**src/rtl/core/hcfc_pkg.sv**
```systemverilog
// Shared types and constants for the hill-climbing focus controller.
package hcfc_pkg;

	localparam int HISTORY_DEPTH_DEF = 10;

	localparam int SHARP_W   = 24;
	localparam int STEPS_W   = 8;
	localparam int OSC_W     = 5;
	localparam int CFG_IDX_W = 1;
	localparam int CFG_DAT_W = 8;

	localparam logic [STEPS_W-1:0] MAX_STEPS_RST = 8'd30;
	localparam logic [OSC_W-1:0]   OSC_LIMIT_RST = 5'd2;
	localparam logic [STEPS_W-1:0] STEP_COUNT_MAX = 8'hFF;

	localparam logic [CFG_IDX_W-1:0] REG_MAX_STEPS = 1'b0;
	localparam logic [CFG_IDX_W-1:0] REG_OSC_LIMIT = 1'b1;

	localparam logic MODE_START     = 1'b0;
	localparam logic MODE_MOVE_DONE = 1'b1;

	localparam logic DIR_FORWARD = 1'b1;

	typedef enum logic [1:0] {
		CAUSE_NONE        = 2'd0,
		CAUSE_STEP_LIMIT  = 2'd1,
		CAUSE_OSCILLATION = 2'd2
	} stop_cause_t;

	typedef struct packed {
		logic [STEPS_W-1:0] max_steps;
		logic [OSC_W-1:0]   oscillation_limit;
	} cfg_t;

	typedef struct packed {
		logic        motor_step;
		logic        step_direction;
		logic        focusing;
		stop_cause_t stop_cause;
	} result_t;

endpackage

```
**src/rtl/core/hill_climb_focus_controller_top.sv**
```systemverilog
// Hill-climbing autofocus controller top level: input register, decision core, result register.
// Accepts one item per clock cycle while in_stall is low and returns exactly one result per item.
// An accepted item is held in the input register; the decision core evaluates it against the
// focus state and the result register captures the result once it is empty or its result is
// being taken, then presents it on the output until it is taken. The input and result
// registers form a two-entry buffer: the input stalls only while both hold an item and the
// output is stalled. Configuration writes take effect for items that reach the decision core
// after the write.
module hill_climb_focus_controller_top
	import hcfc_pkg::*;
#(
	parameter int HISTORY_DEPTH = HISTORY_DEPTH_DEF
) (
	input  logic                 clk,
	input  logic                 arst_n,
	input  logic                 in_valid,
	output logic                 in_stall,
	input  logic                 mode,
	input  logic [SHARP_W-1:0]   sharpness,
	output logic                 out_valid,
	input  logic                 out_stall,
	output logic                 motor_step,
	output logic                 step_direction,
	output logic                 focusing,
	output logic [1:0]           stop_cause,
	input  logic                 cfg_we,
	input  logic [CFG_IDX_W-1:0] cfg_index,
	input  logic [CFG_DAT_W-1:0] cfg_data
);

	logic               valid_s1;
	logic               mode_s1;
	logic [SHARP_W-1:0] sharp_s1;
	logic               valid_s2;
	result_t            res_s2;
	result_t            res;
	cfg_t               cfg;
	logic               advance;
	logic               accept;

	assign advance  = valid_s1 && (!valid_s2 || !out_stall);
	assign in_stall = valid_s1 && !advance;
	assign accept   = in_valid && !in_stall;

	hcfc_cfg_regs u_cfg (
		.clk       (clk),
		.arst_n    (arst_n),
		.cfg_we    (cfg_we),
		.cfg_index (cfg_index),
		.cfg_data  (cfg_data),
		.cfg       (cfg)
	);

	hcfc_core #(
		.HISTORY_DEPTH (HISTORY_DEPTH)
	) u_core (
		.clk       (clk),
		.arst_n    (arst_n),
		.take      (advance),
		.mode      (mode_s1),
		.sharpness (sharp_s1),
		.cfg       (cfg),
		.res       (res)
	);

	always_ff @(posedge clk or negedge arst_n) begin
		if (!arst_n) begin
			valid_s1 <= 1'b0;
			valid_s2 <= 1'b0;
		end else begin
			if (accept) begin
				valid_s1 <= 1'b1;
			end else if (advance) begin
				valid_s1 <= 1'b0;
			end
			if (advance) begin
				valid_s2 <= 1'b1;
			end else if (!out_stall) begin
				valid_s2 <= 1'b0;
			end
		end
	end

	always_ff @(posedge clk) begin
		if (accept) begin
			mode_s1  <= mode;
			sharp_s1 <= sharpness;
		end
		if (advance) begin
			res_s2 <= res;
		end
	end

	assign out_valid      = valid_s2;
	assign motor_step     = res_s2.motor_step;
	assign step_direction = res_s2.step_direction;
	assign focusing       = res_s2.focusing;
	assign stop_cause     = res_s2.stop_cause;

endmodule

```
**src/rtl/core/hcfc_cfg_regs.sv**
```systemverilog
// Configuration register file: step limit and oscillation limit.
module hcfc_cfg_regs
	import hcfc_pkg::*;
(
	input  logic                 clk,
	input  logic                 arst_n,
	input  logic                 cfg_we,
	input  logic [CFG_IDX_W-1:0] cfg_index,
	input  logic [CFG_DAT_W-1:0] cfg_data,
	output cfg_t                 cfg
);

	logic [STEPS_W-1:0] max_steps_q;
	logic [OSC_W-1:0]   osc_limit_q;

	always_ff @(posedge clk or negedge arst_n) begin
		if (!arst_n) begin
			max_steps_q <= MAX_STEPS_RST;
			osc_limit_q <= OSC_LIMIT_RST;
		end else if (cfg_we) begin
			case (cfg_index)
				REG_MAX_STEPS: begin
					max_steps_q <= cfg_data[STEPS_W-1:0];
				end
				REG_OSC_LIMIT: begin
					osc_limit_q <= cfg_data[OSC_W-1:0];
				end
				default: begin
				end
			endcase
		end
	end

	assign cfg.max_steps         = max_steps_q;
	assign cfg.oscillation_limit = osc_limit_q;

endmodule

```
**src/rtl/core/hcfc_core.sv**
```systemverilog
// Focus state registers and the combinational hill-climb decision logic.
module hcfc_core
	import hcfc_pkg::*;
#(
	parameter int HISTORY_DEPTH = HISTORY_DEPTH_DEF
) (
	input  logic               clk,
	input  logic               arst_n,
	input  logic               take,
	input  logic               mode,
	input  logic [SHARP_W-1:0] sharpness,
	input  cfg_t               cfg,
	output result_t            res
);

	localparam int FW = $clog2(HISTORY_DEPTH + 1);
	localparam int SW = FW + 1;
	localparam int CW = (SW > OSC_W) ? SW : OSC_W;
	localparam logic [FW-1:0] FILL_FULL = FW'(HISTORY_DEPTH);
	localparam logic [SW-1:0] DEPTH_S   = SW'(HISTORY_DEPTH);

	logic                     active_q;
	logic                     direction_q;
	logic [STEPS_W-1:0]       step_count_q;
	logic [SHARP_W-1:0]       last_sharp_q;
	logic [HISTORY_DEPTH-1:0] hist_q;
	logic [FW-1:0]            fill_q;

	logic                     active_d;
	logic                     direction_d;
	logic [STEPS_W-1:0]       step_count_d;
	logic [SHARP_W-1:0]       last_sharp_d;
	logic [HISTORY_DEPTH-1:0] hist_d;
	logic [FW-1:0]            fill_d;

	logic                     new_dir;
	logic [HISTORY_DEPTH-1:0] new_hist;
	logic [FW-1:0]            ones;
	logic [SW-1:0]            twice_ones;
	logic [SW-1:0]            abs_sum;
	logic                     was_full;
	logic                     osc_hit;

	function automatic logic [FW-1:0] count_ones(input logic [HISTORY_DEPTH-1:0] v);
		logic [FW-1:0] n;
		n = '0;
		for (int i = 0; i < HISTORY_DEPTH; i++) begin
			n = n + FW'(v[i]);
		end
		return n;
	endfunction

	assign new_dir    = direction_q ^ (last_sharp_q > sharpness);
	assign new_hist   = {hist_q[HISTORY_DEPTH-2:0], new_dir};
	assign ones       = count_ones(new_hist);
	assign twice_ones = {ones, 1'b0};
	assign abs_sum    = (twice_ones >= DEPTH_S) ? (twice_ones - DEPTH_S)
	                                            : (DEPTH_S - twice_ones);
	assign was_full   = (fill_q >= FILL_FULL);
	assign osc_hit    = was_full && (CW'(abs_sum) < CW'(cfg.oscillation_limit));

	always_comb begin
		active_d     = active_q;
		direction_d  = direction_q;
		step_count_d = step_count_q;
		last_sharp_d = last_sharp_q;
		hist_d       = hist_q;
		fill_d       = fill_q;
		res          = '0;
		res.stop_cause = CAUSE_NONE;
		if (mode == MODE_START) begin
			active_d           = 1'b1;
			direction_d        = DIR_FORWARD;
			step_count_d       = '0;
			last_sharp_d       = sharpness;
			hist_d             = '0;
			fill_d             = '0;
			res.motor_step     = 1'b1;
			res.step_direction = DIR_FORWARD;
		end else if (active_q) begin
			if (step_count_q > cfg.max_steps) begin
				active_d       = 1'b0;
				res.stop_cause = CAUSE_STEP_LIMIT;
			end else begin
				direction_d  = new_dir;
				last_sharp_d = sharpness;
				if (step_count_q != STEP_COUNT_MAX) begin
					step_count_d = step_count_q + 1'b1;
				end
				hist_d             = new_hist;
				res.motor_step     = 1'b1;
				res.step_direction = new_dir;
				if (!was_full) begin
					fill_d = fill_q + 1'b1;
				end else if (osc_hit) begin
					active_d       = 1'b0;
					res.stop_cause = CAUSE_OSCILLATION;
				end
			end
		end
		res.focusing = active_d;
	end

	always_ff @(posedge clk or negedge arst_n) begin
		if (!arst_n) begin
			active_q     <= 1'b0;
			direction_q  <= DIR_FORWARD;
			step_count_q <= '0;
			last_sharp_q <= '0;
			hist_q       <= '0;
			fill_q       <= '0;
		end else if (take) begin
			active_q     <= active_d;
			direction_q  <= direction_d;
			step_count_q <= step_count_d;
			last_sharp_q <= last_sharp_d;
			hist_q       <= hist_d;
			fill_q       <= fill_d;
		end
	end

endmodule

```
**config.mk**
```make
export PLATFORM = sky130hd
export DESIGN_NAME = hill_climb_focus_controller_top
export DESIGN_NICKNAME = d
export VERILOG_FILES = /design/src/rtl/core/hcfc_pkg.sv /design/src/rtl/core/hill_climb_focus_controller_top.sv /design/src/rtl/core/hcfc_cfg_regs.sv /design/src/rtl/core/hcfc_core.sv
export SDC_FILE = /design/constraint.sdc
export NUM_CORES = 1
export LEC_CHECK = 0
export ABC_AREA = 0
export BUFFER_PORTS_ARGS = -buffer_cell sky130_fd_sc_hd__buf_2
export CAP_MARGIN = 20
export CELL_PAD_IN_SITES_DETAIL_PLACEMENT = 1
export CELL_PAD_IN_SITES_GLOBAL_PLACEMENT = 1
export CORE_MARGIN = 2
export CORE_UTILIZATION = 42
export DETAILED_ROUTE_END_ITERATION = 8
export PLACE_DENSITY = 0.86
export SETUP_SLACK_MARGIN = 0.5
export SLEW_MARGIN = 0
export SYNTH_ARGS = -nofsm -noshare
export SYNTH_HDL_FRONTEND = slang
export SYNTH_SLANG_ARGS = --single-unit
```
**constraint.sdc**
```tcl
create_clock -name clk -period 5.85 [get_ports clk]
set_input_delay 0.8775 -clock clk [delete_from_list [all_inputs] [get_ports clk]]
set_output_delay 0.8775 -clock clk [all_outputs]
set_load 0.02 [all_outputs]
```
==> metrics.yaml, run 1 <==
fmax_mhz: 148
via_per_inst: 5.28
fillers: 1208
slew_violations: 0
synth_top_area_cell: "dfrtp_1"
synth_flop_cell: "dfrtp_1"
synthArstFlopShare: 0.674
status: "finished with violations"
p_switching_mw: 0.681
ys_top_cells_by_area: "dfrtp_1, edfxtp_1, ha_1"
critPathMaxFanout: 5
p_leak_nw: 2.69
period_minus_slack_ns: 6.74
wirelength_um: 10500
grt_max_degree: 63
nNetsFinal: 610
ios: 46
worstHoldStart: "u_core.last_sharp_q[4]"
finalSetupTns_ns: -2.59
path_class: "reg2reg"
drc: 0
r2r-start: "sharp_s1[10]"
avgSynthCellArea_um2: 10.7
n_antenna_cell: 0
synth_nets: 538
fin_area_um2: 5700
rsz0062_at_grt: "true"
p_seq_frac: 0.371
grt_pass1_vias: 3844
clockRootBuffer: "clkbuf_16"
clk_pin_slew_ns: 0.06
critical_path_required_ns: 5.92
setup_viol: 3
internal_power_mw: 1.50
arrival_ns: 6.80
power.density_nw_per_um2: 383
clockBufferDepth: 2
die_x_um: 111
fin_ws_ns: -0.886
finalHoldViolCount: 0
reg2reg_slack_ns: -0.89
violations: "negative setup slack"
core.rowCount: 38
hold_buffers: 0
cts.sinks: 92
cts_made_buffers: 9
cts_tree: "done"
synth_cell_type_count: 53
synth_edf_count: 30
p_comb_frac: 0.359
start_util: 0.436
yosysSeqAreaShare: 0.516
worstSetupStartpoint: "sharp_s1[10]"
drtIter0Drc: 185
end_kind: "register"
period_share: 1.15
clock_latency_ns: 0.35
grt_pass1_wl_um: 18100
cap_violations: 0
power.share.clock: 0.270
grt_antenna_before_repair: 0
ir_drop_uv: 321
clock_skew_ns: 0.00346
synth_top_area_frac: 0.294
die_area_um2: 12200
layout-drive-gt1-share: 0.241
ant_nets: 0
core_um2: 10900
via_count: 3498
htreeDepth: 3
yosys_warnings: 0
synthTopCellsByCount: "inv_1, dfrtp_1, o21ai_0, nand2_1, ha_1"
drt-pass1-iter-count: 4
cp-start-kind: "register"
place_hpwl_um: 7480
place_area_um2: 5280
die_y_um: 111
synth.most_common_cell: "inv_1"
overflow: 0
total_power_mw: 2.18
wire_per_inst_um: 15.8
worst_slew_pin_slew_ns: 0.893
syn_inst: 445
slew_headroom: 0.404
ys_ff_latch: 92
hold_class: "reg2reg"
syn-cell-area_um2: 4770
gp_congestion: 0.783
portBuffers: 45
power.share.switching: 0.313
area_delta_synth_final_pct: 19.4
grtUsageTotal: 0.181
-- power groups by stage --
stage	registers, mW	clock network, mW	logic [mW]
after floorplan	0.805	0	0.468
after detailed placement	0.819	0	0.713
after CTS	0.810	0.607	0.774
after global placement	0.812	0	0.634
after global routing	0.820	0.628	0.875
final	0.809	0.589	0.781
-- timing repair --
item / CTS / global route
hold endpoints to repair: 0 / 0
setup buffers: 6 / 2
gates resized for setup: 7 / 6
endpoints found under the setup margin: 3 / 3
pin swaps: 6 / 2
-- routing by layer --
metal  share of wire  global-route usage  vias up
li1                -                   -     1681
met1            0.43               0.210     1753
met2            0.52               0.326       51
met3           0.032              0.0450       13
met4           0.014              0.0642        0
met5               0                   0        -
-- through the flow --
step	hold slack [ns]	cells	worst slack [ns]	utilization
2_1_floorplan	0.454	445	-0.577	-
3_3_place_gp	0.467	637	-0.747	0.483
3_5_place_dp	0.480	637	-0.978	0.483
4_1_cts	0.495	659	-0.896	0.517
5_1_grt	0.518	662	-1.12	0.521
6_report	0.490	662	-0.886	0.521
-- worst paths after layout --
kind / endpoint / depth (start not counted)
max: focusing / 27
min: u_core.last_sharp_q[4] / 2
max reg2reg: focusing / 27
min reg2reg: u_core.last_sharp_q[4] / 2
max in group asynchronous: u_core.last_sharp_q[1] / 2
min in group asynchronous: u_cfg.max_steps_q[7] / 2
-- worst max-delay path, cell delays in order, from the launching register on --
cell	delay (ns)
edfxtp_1	0.38
inv_2	0.09
ha_4	0.20
and3_4	0.18
a221o_1	0.36
a221o_1	0.30
or3_4	0.36
o21ai_4	0.16
xor2_2	0.19
fa_1	0.46
fa_1	0.51
fa_1	0.43
fa_1	0.49
inv_1	0.04
ha_2	0.17
inv_2	0.05
fa_2	0.50
ha_4	0.20
nand2b_4	0.14
a21oi_2	0.14
mux2i_1	0.20
ha_1	0.24
o21a_1	0.10
o21a_1	0.16
o21ai_1	0.12
nand3b_1	0.15
inv_2	0.10
a21oi_2	0.04
-- cell usage in the layout, fill, tap and decap left out, types with 2 or more instances in the layout --
| cell | instances |
|---|---|
| o31ai_1 | 6 |
| nand2_1 | 49 |
| and3_1 | 2 |
| nor2_1 | 7 |
| a21o_1 | 5 |
| ha_4 | 4 |
| nand3_1 | 18 |
| clkbuf_1 | 3 |
| inv_1 | 54 |
| buf_2 | 45 |
| dfstp_2 | 6 |
| mux2_2 | 6 |
| buf_4 | 27 |
| o21a_1 | 3 |
| clkbuf_16 | 9 |
| clkbuf_8 | 2 |
| inv_2 | 6 |
| or3_1 | 2 |
| a221o_1 | 2 |
| edfxtp_1 | 30 |
| o211ai_1 | 3 |
| a21oi_2 | 4 |
| nor3_1 | 2 |
| fa_1 | 5 |
| ha_1 | 43 |
| a21oi_1 | 19 |
| nand4_1 | 7 |
| and2_1 | 3 |
| nand2b_1 | 3 |
| dfrtp_1 | 56 |
| mux2i_1 | 2 |
| o21ai_0 | 50 |
| a211oi_1 | 2 |
| o21ai_1 | 3 |
| nor2b_1 | 4 |
-- cells by family (layout without fill, tap and decap cells) --
kind of cell,after synthesis,count (layout),share of synthesized area
AO/OA/AOI/OAI,108,108,0.135
XOR/XNOR,3,3,0.00709
adder cells (fa/ha/maj),54,54,0.151
buffers and inverters,72,149,0.0619
flip-flops,92,92,0.516
multiplexers,8,8,0.0184
AND/OR/NAND/NOR,108,108,0.110
-- final cells by class --
type	instances	area [um^2]	share of cell area
inverter	60	225	0.0395
tap	140	175	0.0308
clock buffer	14	264	0.0464
sequential	92	2460	0.432
timing repair buffer	73	443	0.0778
multi-input combinational	281	2090	0.368
clock inverter	2	35.0	0.00615
-- flip-flops by register name (all words and copies together) (netlist names), 2 cells and up --
signal,cells
u_cfg.max_steps_q,8
u_core.step_count_q,8
sharp_s1,24
u_core.last_sharp_q,24
u_core.hist_q,9
u_cfg.osc_limit_q,5
stop_cause,2
u_core.fill_q,4
Power figures use the tool's default switching activity.
==> inputs of run 2 (changes only) <==
BUFFER_PORTS_ARGS = unset   (was -buffer_cell sky130_fd_sc_hd__buf_2)
CORE_UTILIZATION = 46   (was 42)
DONT_BUFFER_PORTS = 1   (was unset)
PLACE_DENSITY = 0.87   (was 0.86)
==> run 2 against run 1 <==
Net effect:
- the flow still finishes with violations (negative setup slack)
- non-clock buffer count is 42 lower
- largest power group unchanged
- utilization is 1.0 points higher
- sequential power increased by 0.7%
- first-iteration DRC count is 25% lower
- largest cell class unchanged
- global-route usage grew 2.8 points
- sequential cell count did not move
- critical path type unchanged
- die area is 8.4% lower
- worst hold slack worse by 0.30 ns
==> metrics.yaml, run 2 (synthesis gave the netlist of run 1 again) <==
die_y_um: 106
wire_per_inst_um: 17.8
drtIter0Drc: 139
via_per_inst: 5.44
cp-start-kind: "register"
total_power_mw: 2.07
period_minus_slack_ns: 6.84
slew_violations: 0
cp-endpoint: "focusing"
worstSetupStartpoint: "u_core.last_sharp_q[10]"
path_depth: 26
timing.rr.end: "focusing"
slowest_delay_ns: 0.65
clockRootBuffer: "clkbuf_8"
die_area_um2: 11200
cts.sinks: 92
fin_area_um2: 5410
cts_made_buffers: 9
hold_class: "in2async"
core_um2: 10200
via_count: 3354
grt_pass1_wl_um: 18200
drt-pass1-iter-count: 4
power.density_nw_per_um2: 382
fmax_mhz: 146
end_kind: "register"
grt_antenna_before_repair: 0
ios: 46
crit_top_cell: "fa_1"
clock_skew_ns: 0.0127
r2r-start: "u_core.last_sharp_q[10]"
period_share: 1.17
ir_drop_uv: 184
clockBufferDepth: 2
cts_tree: "done"
grtUsageTotal: 0.210
die_x_um: 106
top_regs: "sharp_s1 x24, u_core.last_sharp_q x24, u_core.hist_q x9"
p_comb_frac: 0.393
worst_slew_pin_slew_ns: 0.878
fin_ws_ns: -0.992
crit_family: "adder cells"
finalSetupTns_ns: -2.87
p_seq_frac: 0.395
violations: "negative setup slack"
cp_num_buf_inv: 3
place_area_um2: 5050
layout-drive-gt1-share: 0.173
arrival_ns: 6.92
ant_nets: 0
drc: 0
grt_max_degree: 63
start_util: 0.468
wirelength_um: 11000
p_leak_nw: 2.49
setup_viol: 3
p_switching_mw: 0.696
n_antenna_cell: 0
gp_congestion: 0.776
worstRegToRegCells: 26
rsz0062_at_grt: "true"
area.sequential_um2: 2460
finalHoldViolCount: 0
path_class: "reg2reg"
place_hpwl_um: 7590
pre_cts_ws_ns: -1.09
critical_path_required_ns: 5.92
nNetsFinal: 568
overflow: 0
clock_latency_ns: 0.36
critPathMaxFanout: 4
cap_violations: 0
final_cell_mix: "dfrtp_1, inv_1, o21ai_0"
hold_buffers: 0
slew_headroom: 0.415
status: "finished with violations"
core.rowCount: 37
internal_power_mw: 1.37
multiInputGateArea_um2: 2110
final_common_cell: "dfrtp_1"
power.share.switching: 0.337
clk_pin_slew_ns: 0.10
cp_slowest_cell: "fa_2"
portBuffers: 0
area_delta_synth_final_pct: 13.5
power.share.clock: 0.212
grt_pass1_vias: 3840
reg2reg_slack_ns: -0.99
fillers: 1134
htreeDepth: 3
-- run 2: per-layer routing --
layer | part of all wire | vias to the layer above | wire [um] | track usage
met2 | 0.55 | 68 | 6040 | 0.405
met5 | 0 | - | 0 | 0
met3 | 0.027 | 21 | 297 | 0.0402
met1 | 0.40 | 1672 | 4370 | 0.224
met4 | 0.022 | 0 | 245 | 0.0771
li1 | - | 1593 | - | -
-- run 2: worst min path at each step --
stage	startpoint	to	slack, ns	cells past startpoint
after global placement	u_core.last_sharp_q[1]	u_core.last_sharp_q[1]	0.47	2
after detailed placement	u_core.last_sharp_q[21]	u_core.last_sharp_q[21]	0.48	2
after floorplan	u_core.last_sharp_q[10]	u_core.last_sharp_q[10]	0.45	2
final	arst_n	u_cfg.max_steps_q[6]	0.19	0
after CTS	arst_n	u_cfg.max_steps_q[6]	0.18	0
after global routing	arst_n	u_cfg.max_steps_q[6]	0.16	0
-- run 2: area by class of cell --
cell class / instances / area share
Clock buffer: 9 / 0.0229
Clock inverter: 7 / 0.0134
Inverter: 60 / 0.0416
Multi-Input combinational cell: 281 / 0.390
Sequential cell: 92 / 0.455
Tap cell: 136 / 0.0315
Timing Repair Buffer: 31 / 0.0463
-- run 2: timing repair --
| action | in CTS | in global routing |
|---|---|---|
| setup buffers | 6 | 5 |
| setup endpoints to repair | 3 | 3 |
| gates resized for setup | 9 | 3 |
| pin swaps | 6 | 6 |
-- run 2: metrics by stage --
stage                     cells  hold slack [ns]  utilization
after floorplan             445            0.454            -
after global placement      588            0.465        0.496
after detailed placement    588            0.482        0.496
after CTS                   610            0.183        0.524
after global routing        616            0.165        0.531
final                       616            0.193        0.531
-- run 2: power by group through the flow --
| stage | Clock, mW | Sequential, mW | Combinational (mW) |
|---|---|---|---|
| after floorplan | 0 | 0.805 | 0.468 |
| after detailed placement | 0 | 0.825 | 0.678 |
| after global placement | 0 | 0.817 | 0.607 |
| after global routing | 0.469 | 0.825 | 0.906 |
| final | 0.438 | 0.815 | 0.813 |
| after CTS | 0.445 | 0.815 | 0.738 |
==> inputs of run 3 (changes only) <==
SYNTH_HIERARCHICAL = 1   (was unset)
==> run 3 against run 2 <==
Net effect:
- the run still ends with negative setup slack left
- critical path depth shrank 1
- clock-buffer cell count grew 1
- wire length shrank 3.5%
- sequential power grew 18%
- power grew 31%
- sequential share of layout area shrank 0.95 points
- worst setup slack gained 0.72 ns
- synthesized cell count grew 0.45%
- critical endpoint is now u_core/active_q
- largest cell class unchanged
==> metrics.yaml, run 3 <==
n_antenna_cell: 0
die_x_um: 107
path_depth: 25
drc: 0
avgSynthCellArea_um2: 10.8
p_leak_nw: 2.44
path_class: "reg2reg"
ys_ff_latch: 92
ys_top_cells_by_area: "dfrtp_1, edfxtp_1, ha_1"
period_minus_slack_ns: 6.12
cp_slowest_cell: "fa_2"
status: "finished with violations"
clock_latency_ns: 0.37
fin_util: 0.538
synth_top_area_frac: 0.290
worstSetupStartpoint: "u_core/last_sharp_q[19]"
gp_congestion: 0.816
multiInputGateArea_um2: 2310
synth_flop_cell: "dfrtp_1"
via_count: 3334
nNetsFinal: 554
yosysSeqAreaShare: 0.508
violations: "negative setup slack"
timing.rr.end: "u_core/active_q"
grt_antenna_before_repair: 0
overflow: 0
synth_edf_count: 30
layout-drive-gt1-share: 0.200
place_hpwl_um: 7350
final_common_cell: "nand2_1"
yosys_warnings: 6
syn-cell-area_um2: 4840
rsz0062_at_grt: "true"
cts_made_buffers: 9
critical_path_required_ns: 6.10
cp_num_buf_inv: 2
wirelength_um: 10600
synth_nets: 537
grt_pass1_vias: 3749
grt_pass1_wl_um: 17600
period_share: 1.05
ir_drop_uv: 197
crit_family: "adder cells"
cp-endpoint: "u_core/active_q"
area.sequential_um2: 2460
synthTopCellsByCount: "inv_1, nand2_1, dfrtp_1, ha_1, edfxtp_1"
slew_headroom: 0.425
ant_nets: 0
fin_ws_ns: -0.267
fmax_mhz: 163
start_util: 0.471
grtUsageTotal: 0.200
hold_class: "in2async"
slew_violations: 0
worst_slew_pin_slew_ns: 0.851
total_power_mw: 2.70
die_y_um: 107
portBuffers: 0
clock_skew_ns: 0.0102
clockBufferDepth: 2
synth.most_common_cell: "inv_1"
synthArstFlopShare: 0.674
clockRootBuffer: "clkbuf_8"
setup_viol: 3
die_area_um2: 11400
synth_top_area_cell: "dfrtp_1"
via_per_inst: 5.51
slowest_delay_ns: 0.68
cap_violations: 0
final_cell_mix: "nand2_1, inv_1, dfrtp_1"
finalHoldViolCount: 0
cts.sinks: 92
core.rowCount: 37
arrival_ns: 6.37
htreeDepth: 3
wire_per_inst_um: 17.5
r2r-start: "u_core/last_sharp_q[19]"
cts_tree: "done"
grt_max_degree: 63
drtIter0Drc: 124
critPathMaxFanout: 5
core_um2: 10300
ios: 46
cp-start-kind: "register"
power.density_nw_per_um2: 489
end_kind: "register"
drt-pass1-iter-count: 4
worstRegToRegCells: 25
fillers: 1086
syn_inst: 447
hold_buffers: 0
reg2reg_slack_ns: -0.27
area_delta_synth_final_pct: 14.2
synth_cell_type_count: 53
top_regs: "sharp_s1 x24, u_core/last_sharp_q x24, u_core/hist_q x9"
clk_pin_slew_ns: 0.09
## run 3: layout make-up
type | instances | share of cell area
well taps | 136 | 0.0308
clock buffers | 10 | 0.0231
clock inverters | 6 | 0.00996
inverters | 63 | 0.0428
flip-flops and latches | 92 | 0.445
repair buffers | 20 | 0.0308
multi-input cells | 278 | 0.417
## run 3: how the worst min path moves through the flow
stage,slack (ns),end,depth (start not counted),start
3_3_place_gp,0.46,u_core/hist_q[8],2,u_core/hist_q[8]
2_1_floorplan,0.45,u_core/hist_q[1],2,u_core/hist_q[1]
5_1_grt,0.16,u_cfg/max_steps_q[7],0,arst_n
4_1_cts,0.17,u_cfg/max_steps_q[6],0,arst_n
3_5_place_dp,0.48,u_core/hist_q[7],2,u_core/hist_q[7]
6_report,0.19,u_core/step_count_q[5],0,arst_n
## run 3: power breakdown
part,switching (mW),leakage (nW),internal [mW]
logic,0.682,1.30,0.640
registers,0.135,1.05,0.827
clock network,0.224,0.0932,0.194
total,1.04,2.44,1.66
## run 3: per-layer routing
| layer | up-vias | GRT usage | wire length, um |
|---|---|---|---|
| met4 | 0 | 0.108 | 328 |
| met1 | 1646 | 0.220 | 4290 |
| met2 | 79 | 0.364 | 5570 |
| met5 | - | 0 | 0 |
| met3 | 28 | 0.0347 | 377 |
| li1 | 1581 | - | - |
## run 3: cells by family after synthesis
family          count (synthesis)  synth area share
simple gates                  122             0.124
buf+inv                        77            0.0623
compound gates                 85             0.118
flops                          92             0.508
xor+xnor                        2           0.00517
fa+ha+maj                      51             0.141
mux                            18            0.0411
## run 3: what timing repair did
item,4_1_cts,5_1_grt
endpoints found under the setup margin,3,3
pin swaps,18,17
cloned,0,0
setup buffers,6,2
endpoints found under the hold margin,0,0
gates resized for setup,25,9
## run 3: through the flow
stage | TNS [ns] | hold slack [ns] | worst slack, ns | cells | instance area, um^2
2_1_floorplan | 0 | 0.449 | 0.0357 | 447 | 4870
3_3_place_gp | -0.0848 | 0.462 | -0.0848 | 580 | 5060
3_5_place_dp | -0.713 | 0.477 | -0.361 | 580 | 5060
4_1_cts | -0.583 | 0.172 | -0.308 | 602 | 5430
5_1_grt | -1.16 | 0.163 | -0.497 | 605 | 5530
6_report | -0.458 | 0.195 | -0.267 | 605 | 5530
